--- config.mk ---
export PLATFORM = sky130hd
export DESIGN_NAME = rc_pulse_width_capture_core
export DESIGN_NICKNAME = d
export VERILOG_FILES = /design/src/rtl/rcpw_pkg.sv /design/src/rtl/rc_pulse_width_capture_core.sv
export SDC_FILE = /design/constraint.sdc
export NUM_CORES = 1
export LEC_CHECK = 0
export BUFFER_PORTS_ARGS = -buffer_cell sky130_fd_sc_hd__buf_2
export CAP_MARGIN = 20
export CORE_UTILIZATION = 45
export CTS_CLUSTER_SIZE = 40
export DETAILED_ROUTE_END_ITERATION = 8
export HOLD_SLACK_MARGIN = 0.05
export PLACE_DENSITY = 0.64
export RECOVER_POWER = 50
export SYNTH_ARGS = -nofsm -noshare
export SYNTH_HDL_FRONTEND = slang
export SYNTH_SLANG_ARGS = --single-unit
--- constraint.sdc ---
create_clock -name clk -period 4.25 [get_ports clk]
set_input_delay 0.2125 -clock clk [delete_from_list [all_inputs] [get_ports clk]]
set_output_delay 0.2125 -clock clk [all_outputs]
set_load 0.005 [all_outputs]
--- src/rtl/rcpw_pkg.sv ---
`timescale 1ns / 1ps
// ----------------------------------------------------------------------------
// rcpw_pkg
// Shared types and constants of the rc pulse width capture block.
// ----------------------------------------------------------------------------
package rcpw_pkg;

  localparam int PIN_BITS = 3;
  localparam int WIDTH_BITS = 15;
  localparam int TS_BITS = 16;
  localparam int OUT_WIDTHS = 3;
  localparam int CFG_ADDR_BITS = 2;

  localparam logic [WIDTH_BITS-1:0] NEUTRAL_RST = 15'd1500;
  localparam logic [WIDTH_BITS-1:0] CLAMP_MIN_RST = 15'd1000;
  localparam logic [WIDTH_BITS-1:0] CLAMP_MAX_RST = 15'd2000;

  // event kind carried on in_tuser
  localparam logic MODE_PIN_CHANGE = 1'b0;
  localparam logic MODE_OVERFLOW = 1'b1;

  // configuration register indexes
  localparam logic [CFG_ADDR_BITS-1:0] CFG_NEUTRAL_WIDTH = 2'd0;
  localparam logic [CFG_ADDR_BITS-1:0] CFG_CLAMP_MIN = 2'd1;
  localparam logic [CFG_ADDR_BITS-1:0] CFG_CLAMP_MAX = 2'd2;

  typedef logic [WIDTH_BITS-1:0] width_t;

  typedef struct packed {
    logic   enabled;
    width_t width_ch2;
    width_t width_ch1;
    width_t width_ch0;
  } result_t;

  localparam int RESULT_BITS = $bits(result_t);
  localparam int OUT_TDATA_BITS = ((RESULT_BITS + 7) / 8) * 8;
  localparam int IN_FIELD_BITS = PIN_BITS + TS_BITS;
  localparam int IN_TDATA_BITS = ((IN_FIELD_BITS + 7) / 8) * 8;

endpackage

--- src/rtl/rc_pulse_width_capture_core.sv ---
`timescale 1ns / 1ps
// ----------------------------------------------------------------------------
// rc_pulse_width_capture_core
// Multi-channel rc servo pulse decoder with clamped width capture.
// ----------------------------------------------------------------------------
// Usage:
//   in_* carries events: in_tuser selects a pin change or a timer overflow,
//   in_tdata holds the pin levels and the timer timestamp of a pin change.
//   Each accepted event produces exactly one transaction on out_*, holding
//   the three channel widths and the enable flag after the event's update.
//   cfg_* writes neutral width and clamp limits; write only while idle.
// Output: each result is registered in out_data_r, or in the skid register during a stall.
// Throughput: one event per cycle while in_tready is high; the state update for an event is a
//   single pass of subtract, shift and clamp per channel.
// Stall: an output register plus a one-entry skid register hold results;
//   in_tready drops only while the skid register is occupied.
// Reset: rst_n (synchronous) restores the register defaults, sets every
//   width to the neutral default, clears pulse starts, pin history,
//   enable and activity, and empties the output side.
// ----------------------------------------------------------------------------
module rc_pulse_width_capture_core #(
  parameter int CHANNELS = 3
) (
  input  logic                                 clk,
  input  logic                                 rst_n,
  // configuration write port
  input  logic                                 cfg_we,
  input  logic [rcpw_pkg::CFG_ADDR_BITS-1:0]   cfg_addr,
  input  logic [rcpw_pkg::WIDTH_BITS-1:0]      cfg_wdata,
  // event input
  input  logic                                 in_tvalid,
  output logic                                 in_tready,
  input  logic [rcpw_pkg::IN_TDATA_BITS-1:0]   in_tdata,  // pin_levels[2:0], timestamp[18:3]
  input  logic                                 in_tuser,  // mode
  // result output
  output logic                                 out_tvalid,
  input  logic                                 out_tready,
  output logic [rcpw_pkg::OUT_TDATA_BITS-1:0]  out_tdata  // width_ch0, width_ch1, width_ch2, enabled
);

  import rcpw_pkg::*;

  // configuration
  width_t neutral_r;
  width_t clamp_min_r;
  width_t clamp_max_r;

  // decoder state
  logic [TS_BITS-1:0]  start_r   [CHANNELS];
  logic [TS_BITS-1:0]  start_nxt [CHANNELS];
  width_t              width_r   [CHANNELS];
  width_t              width_nxt [CHANNELS];
  logic [PIN_BITS-1:0] prev_pins_r;
  logic [PIN_BITS-1:0] prev_pins_nxt;
  logic                enable_r;
  logic                enable_nxt;
  logic                activity_r;
  logic                activity_nxt;

  // output side
  logic    out_valid_r;
  logic    skid_valid_r;
  result_t out_data_r;
  result_t skid_data_r;
  result_t result;

  logic                accept;
  logic                ev_mode;
  logic [PIN_BITS-1:0] ev_pins;
  logic [TS_BITS-1:0]  ev_ts;

  // pins padded with zeros so channels past the pin bits never see an edge
  logic [CHANNELS+PIN_BITS-1:0] pins_pad;
  logic [CHANNELS+PIN_BITS-1:0] changed_pad;
  width_t                       width_pad [CHANNELS+OUT_WIDTHS];

  logic [TS_BITS-1:0]    diff    [CHANNELS];
  logic [WIDTH_BITS-1:0] half    [CHANNELS];
  width_t                clamped [CHANNELS];

  assign in_tready = !skid_valid_r;
  assign accept    = in_tvalid && in_tready;

  assign ev_mode = in_tuser;
  assign ev_pins = in_tdata[PIN_BITS-1:0];
  assign ev_ts   = in_tdata[PIN_BITS+TS_BITS-1:PIN_BITS];

  assign pins_pad    = {{CHANNELS{1'b0}}, ev_pins};
  assign changed_pad = {{CHANNELS{1'b0}}, ev_pins ^ prev_pins_r};

  always_comb begin
    for (int i = 0; i < CHANNELS; i++) begin
      diff[i] = ev_ts - start_r[i];
      half[i] = diff[i][TS_BITS-1:1];
      if (half[i] < clamp_min_r) begin
        clamped[i] = clamp_min_r;
      end else if (half[i] > clamp_max_r) begin
        clamped[i] = clamp_max_r;
      end else begin
        clamped[i] = half[i];
      end
    end
  end

  always_comb begin
    prev_pins_nxt = prev_pins_r;
    enable_nxt    = enable_r;
    activity_nxt  = activity_r;
    for (int i = 0; i < CHANNELS; i++) begin
      start_nxt[i] = start_r[i];
      width_nxt[i] = width_r[i];
    end
    if (ev_mode == MODE_OVERFLOW) begin
      if (activity_r) begin
        enable_nxt = 1'b1;
      end else begin
        enable_nxt = 1'b0;
        for (int i = 0; i < CHANNELS; i++) begin
          width_nxt[i] = neutral_r;
        end
      end
      activity_nxt = 1'b0;
    end else begin
      activity_nxt = 1'b1;
      // while disabled the pin history is left alone
      if (enable_r) begin
        prev_pins_nxt = ev_pins;
        for (int i = 0; i < CHANNELS; i++) begin
          if (changed_pad[i]) begin
            if (pins_pad[i]) begin
              start_nxt[i] = ev_ts;
            end else begin
              width_nxt[i] = clamped[i];
            end
          end
        end
      end
    end
  end

  always_comb begin
    for (int k = 0; k < CHANNELS + OUT_WIDTHS; k++) begin
      width_pad[k] = neutral_r;
    end
    for (int k = 0; k < CHANNELS; k++) begin
      width_pad[k] = width_nxt[k];
    end
    result.width_ch0 = width_pad[0];
    result.width_ch1 = width_pad[1];
    result.width_ch2 = width_pad[2];
    result.enabled   = enable_nxt;
  end

  always_ff @(posedge clk) begin
    if (!rst_n) begin
      neutral_r   <= NEUTRAL_RST;
      clamp_min_r <= CLAMP_MIN_RST;
      clamp_max_r <= CLAMP_MAX_RST;
    end else if (cfg_we) begin
      case (cfg_addr)
        CFG_NEUTRAL_WIDTH: neutral_r   <= cfg_wdata;
        CFG_CLAMP_MIN:     clamp_min_r <= cfg_wdata;
        CFG_CLAMP_MAX:     clamp_max_r <= cfg_wdata;
        default: ;
      endcase
    end
  end

  always_ff @(posedge clk) begin
    if (!rst_n) begin
      prev_pins_r <= '0;
      enable_r    <= 1'b0;
      activity_r  <= 1'b0;
      for (int i = 0; i < CHANNELS; i++) begin
        start_r[i] <= '0;
        width_r[i] <= NEUTRAL_RST;
      end
    end else if (accept) begin
      prev_pins_r <= prev_pins_nxt;
      enable_r    <= enable_nxt;
      activity_r  <= activity_nxt;
      for (int i = 0; i < CHANNELS; i++) begin
        start_r[i] <= start_nxt[i];
        width_r[i] <= width_nxt[i];
      end
    end
  end

  // output register with a one-entry skid stage
  always_ff @(posedge clk) begin
    if (!rst_n) begin
      out_valid_r  <= 1'b0;
      skid_valid_r <= 1'b0;
    end else if (out_tready || !out_valid_r) begin
      if (skid_valid_r) begin
        out_valid_r  <= 1'b1;
        skid_valid_r <= 1'b0;
      end else begin
        out_valid_r <= accept;
      end
    end else if (accept) begin
      skid_valid_r <= 1'b1;
    end
  end

  always_ff @(posedge clk) begin
    if (out_tready || !out_valid_r) begin
      if (skid_valid_r) begin
        out_data_r <= skid_data_r;
      end else if (accept) begin
        out_data_r <= result;
      end
    end else if (accept) begin
      skid_data_r <= result;
    end
  end

  assign out_tvalid = out_valid_r;
  assign out_tdata  = {{(OUT_TDATA_BITS-RESULT_BITS){1'b0}}, out_data_r};

`ifndef ASSERT_OFF
  a_skid_needs_out: assert property (@(posedge clk) disable iff (!rst_n)
    skid_valid_r |-> out_valid_r)
    else $error("skid register holds a result while output register is empty");

  a_stall_fills_skid: assert property (@(posedge clk) disable iff (!rst_n)
    accept && out_valid_r && !out_tready |=> skid_valid_r)
    else $error("transaction taken during output stall was not kept in skid register");

  a_loss_disables: assert property (@(posedge clk) disable iff (!rst_n)
    accept && ev_mode == MODE_OVERFLOW && !activity_r |=> !enable_r && !activity_r)
    else $error("overflow without activity did not disable the decoder");

  a_enable_from_overflow: assert property (@(posedge clk) disable iff (!rst_n)
    $rose(enable_r) |-> $past(accept && ev_mode == MODE_OVERFLOW && activity_r))
    else $error("enable set without an overflow after activity");
`endif

endmodule
; Word level (Yosys, flattened, before mapping)
; Memory sizes are Yosys's and may differ from the RTL's.
; Index checks and enable logic that the tools add are counted.
[op_classes]
eq_ne = 2
muxes = 39
n_reduce_logical = 13
shift = 0
div = 0
n_addsub = 3
order_cmp = 6
bitwise = 10
mul = 0
[ops]
columns = op, n
row1 = $mux W15, 15
row2 = $mux W16, 9
row3 = $mux W45, 3
row4 = $mux W48, 2
row5 = $mux W46, 2
row6 = $sub A16 B16 Y16, 3
row7 = $gt A15 B15 Y1, 3
row8 = $lt A15 B15 Y1, 3
row9 = $reduce_and A2 Y1, 5
row10 = $mux W1, 8
row11 = $or A1 B1 Y1, 6
row12 = $not A1 Y1, 3
row13 = $reduce_and A3 Y1, 1
row14 = $xor A3 B3 Y3, 1
row15 = $eq A2 B1 Y1 const B, 1
row16 = $eq A2 B2 Y1 const B, 1
row17 = $logic_not A1 Y1, 2
row18 = $logic_not A2 Y1, 1
row19 = $reduce_bool A2 Y1, 1
row20 = $reduce_or A2 Y1, 1
row21 = $logic_and A1 B1 Y1, 1
row22 = $logic_or A1 B1 Y1, 1
[totals]
output_inout_bits = 50
n_memories = 2
ff_bits = 144
input_bits = 47
latchBits = 0
ramBits = 93
romBits = 0
[mem_list]
columns = name, words, width, rd, rd_ports_with_merged_regs, wr, line_no
row1 = start_r, 3, 16, 3, 0, 3, rc_pulse_width_capture_core.sv:49  ; logic [TS_BITS-1:0] start_r [CHANNELS];
row2 = width_r, 3, 15, 3, 0, 3, rc_pulse_width_capture_core.sv:51  ; width_t width_r [CHANNELS];

; Depth between registers and ports, before layout
; Gate-level depths: netlist of run 1.
; An unclocked memory read counts as a cell.
[logic_depth]
depth_word = 11
depth_mapped = 18

; Worst setup path before layout of run 1
; OpenSTA, ideal clock, no wires.
[synth_path]
path_kind = reg-to-reg
startpoint = memory start_r[1][8], in the netlist start_r[0][24]
endpoint = register out_data_r, in the netlist out_tdata[26] (data pin)
setup_ns = 0.274
path_slack_ns = 0.349
arrival_time_ns = 3.627
required_time_ns = 3.976
synth_period_minus_slack_ns = 3.901
path_stages_with_launch = 19
n_path_buf = 2
path_cell_list = edfxtp_1 -> inv_1 -> ha_1 -> clkbuf_1 -> a21o_1 -> a21oi_1 -> o31ai_1 -> a211oi_1 -> nor3_1 -> xor2_1 -> ha_1 -> and3_1 -> nand4_1 -> or3_1 -> a21boi_1 -> buf_2 -> a211o_1 -> a21oi_1 -> o31ai_1
[synth_rtl]
columns = item, line_no
row1 = from (decl), rc_pulse_width_capture_core.sv:49
row2 = to (signal assigned), rc_pulse_width_capture_core.sv:209  ; out_data_r <= skid_data_r;
row3 = to (signal assigned), rc_pulse_width_capture_core.sv:211  ; out_data_r <= result;
row4 = to (decl), rc_pulse_width_capture_core.sv:63  ; result_t out_data_r;

==> results of run 1 <==
[report_power, final]
| group | switching (mW) | leakage (nW) | internal [mW] |
|---|---|---|---|
| logic | 1.77 | 5.64 | 1.43 |
| registers | 0.0698 | 2.19 | 2.65 |
| clock network | 1.06 | 0.467 | 1.47 |
| total | 2.89 | 8.29 | 5.55 |
[layer usage]
| metal | vias to the layer above | global-route usage [%] | part of all wire, % |
|---|---|---|---|
| li1 | 6876 | - | - |
| met1 | 7141 | 41.3 | 43 |
| met2 | 610 | 48.4 | 46 |
| met3 | 105 | 4.90 | 7.7 |
| met4 | 0 | 8.72 | 3.5 |
| met5 | - | 0 | 0 |
[through the flow]
stage | TNS, ns | instance area, µm² | utilization (%) | worst slack (ns) | hold slack, ns
floorplan | 0 | 15700 | - | 0.349 | 0.336
global placement | -10.23 | 18200 | 52.8 | -0.292 | 0.448
detailed placement | -19.66 | 18200 | 52.8 | -0.372 | 0.456
CTS | 0 | 19600 | 57.0 | 0.00493 | 0.0555
global route | -4.61 | 20500 | 59.4 | -0.133 | 0.101
finish | 0 | 20500 | 59.4 | 0.0205 | 0.0804
[kinds of logic after synthesis]
| family | count (synthesis) |
|---|---|
| other | 1 |
| adders and majority gates | 132 |
| AOI/OAI and AO/OA | 512 |
| xor gates and xnor gates | 32 |
| muxes | 43 |
| and+or+nand+nor | 526 |
| DFF | 237 |
| buffers and inverters | 192 |
[cell type report]
cell class | instances | share of cell area (%)
multi-input cells | 1247 | 45.9
flip-flops and latches | 237 | 32.2
repair buffers | 357 | 12.5
clock buffers | 34 | 3.73
well taps | 455 | 2.78
inverters | 109 | 2.00
clock inverters | 16 | 0.923
[repair_timing]
action	in CTS	in global routing
buffers inserted	1	17
resized for setup	61	157
hold endpoints to repair	53	0
pin swaps	11	57
endpoints found under the setup margin	115	134
hold buffers	21	0
gates cloned	0	1
[cells in the mapped netlist, types with 5 or more instances]
cell type,n
a211o_1,5
a211oi_1,25
a21boi_0,34
a21boi_1,6
a21o_1,41
a21oi_1,116
a221oi_1,11
a311oi_1,8
a31o_2,5
a31oi_1,33
and2_1,18
and3_1,33
buf_1,10
buf_2,7
clkbuf_1,63
dfxtp_1,52
edfxtp_1,185
ha_1,129
inv_1,108
mux2_2,15
mux2i_1,28
nand2_1,220
nand2b_1,19
nand3_1,47
nand3b_1,7
nand4_1,22
nor2_1,77
nor2b_1,9
nor3_1,39
nor3b_1,5
o211ai_1,33
o21a_1,17
o21ai_0,70
o21ai_1,11
o21bai_1,5
o221ai_1,6
o22ai_1,9
o31a_1,5
o31ai_1,22
o41ai_1,5
or3_1,7
xnor2_1,17
xor2_1,15
[registers in the layout (all words and copies together), names as in the netlist]
signal / count
activity_r: 1
start_r: 48
clamp_max_r: 15
neutral_r: 15
skid_data_r: 46
clamp_min_r: 15
out_tdata: 46
width_r: 45
enable_r: 1
skid_valid_r: 1
prev_pins_r: 3
out_tvalid: 1
[worst paths after layout]
path                               startpoint             end  slack, ns  cells after the start
worst max-delay path            start_r[0][5]   width_r[0][0]       0.02                     19
worst min-delay path              in_tdata[7]  start_r[0][36]       0.08                      2
worst max register to register  start_r[0][5]   width_r[0][0]       0.02                     19
worst min register to register   neutral_r[1]    neutral_r[1]       0.47                      2
[critical path, stage by stage (launching register included)]
cell,delay (ns)
edfxtp_1,0.36
inv_1,0.10
ha_4,0.21
buf_4,0.15
and3_1,0.21
a21o_1,0.19
a31oi_2,0.19
a221oi_2,0.09
buf_4,0.16
buf_4,0.15
ha_4,0.28
nand3_2,0.08
a211o_1,0.34
a31oi_4,0.29
o21ai_4,0.15
buf_6,0.15
or4_1,0.48
o311ai_2,0.10
buf_4,0.18
nor3_1,0.04
==> results.txt, run 1 <==
Share of post-route cells with drive strength above 1: 26.8%
Pin count of the biggest net entering global routing: 64
Nets@finish: 2,158
Antenna violations before repair: 0
Arr. time, crit path: 4.51 ns
Gpl congestion: 0.970
Detailed placement HPWL: 39,800 µm
Clk_skew: 0.0149 ns
Largest family of logic cells by synthesized area: compound AO/OA/AOI/OAI gates
Top Ports: 97
Post-Route WL: 55,000 µm
Syn Std Cell Area: 0.0157 mm²
Ant diodes: 0
Number of global-route vias before repair: 13,963
Synth area leader: edfxtp_1
Hold Path Class: input pin to flip-flop
Slew Limit Fails: 75
Final std cells w/o fill: 2,455
LEAKAGE: 8.29 nW
Core area: 0.0345 mm²
Grt ovf: 0
VDD IR max: 0.367 mV
Worst-Margin Slew: 2.19 ns
Dpl cells: 2,368
Multiplexer share of the synthesized area: 2.86%
CTS tree: done
Status: finished with violations
Setup Viol. Count Final: 0
Die area: 0.0357 mm²
Worst path required time: 4.53 ns
# clock sinks: 237
Port buffer count: 89
CP Max Fanout: 7
Post-synth EDFFs: 185
Die height: 189 µm
WL/cell: 22.4 µm
Post-Synth XOR/XNOR Area: 1.78%
Commonest non-fill, non-tap cells in the layout: 224 x buf_4, 219 x nand2_1, 185 x edfxtp_1
Max Cap Viol: 2
Total Power: 8.45 mW
Most used DFF post-synth: edfxtp_1
Drt pass-1 iters: 8
Commonest non-fill, non-tap cell in the layout: buf_4
Post-Synth Adder-Cell Area: 10.7%
Via count: 14,732
Drc violations: 0
Clk slew on worst S/H paths: 0.07 ns
Compound-Gate Fraction of Synth Area: 22.2%
Tmin final: 4.23 ns
Synth Instances: 1,675
Startpoint Class: flip-flop
Final Cycle Share: 99.5%
Netlist cell types: 81
CP endpoint kind: flip-flop
Synthesis-to-layout area growth: 30.3%
Simple-Gate Fraction of Synth Area: 15.8%
Ranking of synthesized cells by area: edfxtp_1 35%, ha_1 10%, dfxtp_1 6.6%
Failing checks: capacitance limit, slew limit
Avg Cell Area, Syn: 9.38 µm²
PwrDens: 412 mW/mm²
Maximum clock rate: 236 MHz
Starting Density: 45.6%
RSZ-0062 raised after global routing: yes
Synth top area share: 35.4%
Die Wd: 189 µm
Hold Vio Cnt, Final: 0
Vias/cell: 6.00
Bufs on Longest Clock Path: 3
Antenna Nets Post-Route: 0
Initial DRC count: 1,437
FF+latch count, synth: 237
Yosys Warn Count: 0
FILL cells: 2,984
Rel. slew slack: -45.9%
Tot GR Track Use: 30.0%
Register Area: 0.00660 mm²
Row count: 68
First-pass GRT wire length: 82,000 µm
Sequential element share of the synthesized area: 42.0%
Setup CP Type: flip-flop to flip-flop
Share of synthesized registers carrying an async set or reset: 0%
CTS H-Tree Depth: 1
Area of the multi-input gates: 0.00939 mm²
Clock Latency Late Sink: 0.58 ns
CTS Buf Count: 27
Clock root cell: clkbuf_16
Power figures use the tool's default switching activity.
==> run 2: changes to the inputs <==
CAP_MARGIN = not set   (was 20)
RECOVER_POWER = 100   (was 50)
==> run 2 against run 1 <==
Compared with the run above:
- the flow still finishes with violations (capacitance limit, slew limit)
- die area is the same
- worst setup slack lost 0.011 ns
- global-route usage is the same
- cell count is the same
- combinational power is essentially flat
- utilization is essentially flat
- clock skew is essentially flat
- sequential power is essentially flat
- via count grew 0.48%
- register-to-register slack is essentially flat
- fmax shrank 0.26%
- sequential share of layout area is essentially flat
- critical path type unchanged
- critical endpoint unchanged
==> results.txt, run 2 (same netlist as run 1, synthesis figures left out) <==
Status: finished with violations
Failing checks: capacitance limit, slew limit
R2r setup slk: 0.01 ns
VDD IR max: 0.367 mV
Arr. time, crit path: 4.52 ns
Min-Delay Endpoint: start_r[0][36]
Commonest non-fill, non-tap cells in the layout: 220 x buf_4, 219 x nand2_1, 185 x edfxtp_1
Share of post-route cells with drive strength above 1: 26.6%
Register Area: 0.00660 mm²
FILL cells: 2,989
Via count: 14,802
CTS Buf Count: 27
Starting Density: 45.6%
Setup Viol. Count Final: 0
RR Startpoint: start_r[0][5]
Design Area, Final: 0.0205 mm²
Rel. slew slack: -45.2%
Hold_sp: in_tdata[7]
Commonest non-fill, non-tap cell in the layout: buf_4
Synthesis-to-layout area growth: 30.3%
Drc violations: 0
CP Max Fanout: 7
Pre-CTS setup slack: -0.372 ns
Tot GR Track Use: 30.0%
Hold Vio Cnt, Final: 0
Bufs on Longest Clock Path: 3
Grt ovf: 0
LEAKAGE: 8.28 nW
Final std cells w/o fill: 2,455
# clock sinks: 237
Hold Path Class: input pin to flip-flop
Final Cycle Share: 99.8%
Number of global-route vias before repair: 13,963
Clk slew on worst S/H paths: 0.06 ns
Drt pass-1 iters: 8
CP endpoint kind: flip-flop
Max reg flops: 48
Placed cell area: 0.0182 mm²
Maximum clock rate: 236 MHz
First-pass GRT wire length: 82,000 µm
Initial DRC count: 1,421
Row count: 68
Dpl cells: 2,368
CTS H-Tree Depth: 1
Final worst slack: 0.00963 ns
Pin count of the biggest net entering global routing: 64
Tmin final: 4.24 ns
Die area: 0.0357 mm²
Post-Route WL: 55,100 µm
Post-route setup TNS: 0 ns
Ant diodes: 0
Vias/cell: 6.03
Antenna Nets Post-Route: 0
Core area: 0.0345 mm²
Area of the multi-input gates: 0.00939 mm²
Largest Register: start_r
RSZ-0062 raised after global routing: yes
R2r endpoint: width_r[0][0]
CTS tree: done
Die height: 189 µm
Top Ports: 97
Detailed placement HPWL: 39,800 µm
Port buffer count: 89
Setup CP Type: flip-flop to flip-flop
Slew Limit Fails: 125
Die Wd: 189 µm
Clk_skew: 0.0150 ns
Clock Latency Late Sink: 0.58 ns
WL/cell: 22.4 µm
Register-to-Register Path Depth: 19
Max Cap Viol: 4
PwrDens: 413 mW/mm²
Startpoint Class: flip-flop
Gpl congestion: 0.970
Antenna violations before repair: 0
Nets@finish: 2,158
Worst-Margin Slew: 2.18 ns
Worst Hold Depth: 2
Final Util: 59.4%
Clock root cell: clkbuf_16
Worst path required time: 4.53 ns
==> run 2: cell count changes in the layout (fill, tap and decap cells not counted), sizes merged <==
cell	change
clkbuf	+4
buf	-4
==> run 2: how the worst max path moves through the flow <==
stage                              start        endpoint  slack (ns)  cells past startpoint
after global routing      start_r[0][33]  width_r[0][39]       -0.13                     17
final                      start_r[0][5]   width_r[0][0]        0.01                     19
after floorplan           start_r[0][24]   out_tdata[26]        0.35                     18
after CTS                 start_r[0][34]  width_r[0][39]       0.005                     18
after detailed placement     in_tdata[4]   out_tdata[38]       -0.37                     21
after global placement       in_tdata[4]   out_tdata[44]       -0.29                     22
==> run 2: critical path, cell delays in order, from the launching register on <==
cell,delay [ns]
edfxtp_1,0.36
inv_1,0.10
ha_4,0.21
buf_4,0.15
and3_1,0.22
a21o_1,0.20
a31oi_2,0.19
a221oi_2,0.09
buf_4,0.16
buf_4,0.15
ha_4,0.28
nand3_2,0.08
a211o_1,0.34
a31oi_4,0.29
o21ai_4,0.16
buf_6,0.15
or4_1,0.48
o311ai_2,0.10
buf_4,0.18
nor3_1,0.04
==> run 2: through the flow <==
stage          hold WS (ns)  total power, mW
2_1_floorplan         0.336             4.18
3_3_place_gp          0.448             5.37
3_5_place_dp          0.456             5.42
4_1_cts              0.0555             8.05
5_1_grt               0.101             8.79
6_report             0.0815             8.44
==> run 2: repair_timing <==
| action | 4_1_cts | 5_1_grt |
|---|---|---|
| cloned | 0 | 1 |
| setup endpoints to repair | 115 | 134 |
| buffers inserted | 1 | 17 |
| pin swaps | 11 | 57 |
| hold endpoints to repair | 53 | 0 |
| hold buffers | 21 | 0 |
| resized for setup | 61 | 157 |
==> run 2: cell type report <==
cell class / instances / share of cell area [%]
clock inverters: 16 / 0.923
well taps: 455 / 2.78
clock buffers: 34 / 3.74
repair buffers: 357 / 12.4
inverters: 109 / 2.00
multi-input cells: 1247 / 45.9
flip-flops and latches: 237 / 32.2
==> run 2: per-layer routing <==
layer	vias up	GRT usage, %	wire length, µm
met1	7171	41.3	23800
met2	647	48.4	25100
li1	6876	-	-
met5	-	0	0
met4	0	8.72	1940
met3	108	4.90	4200
==> run 2: where the power goes <==
group	total (mW)	internal [mW]	switching, mW
Clock	2.52	1.47	1.05
Combinational	3.20	1.43	1.77
Sequential	2.72	2.65	0.0700
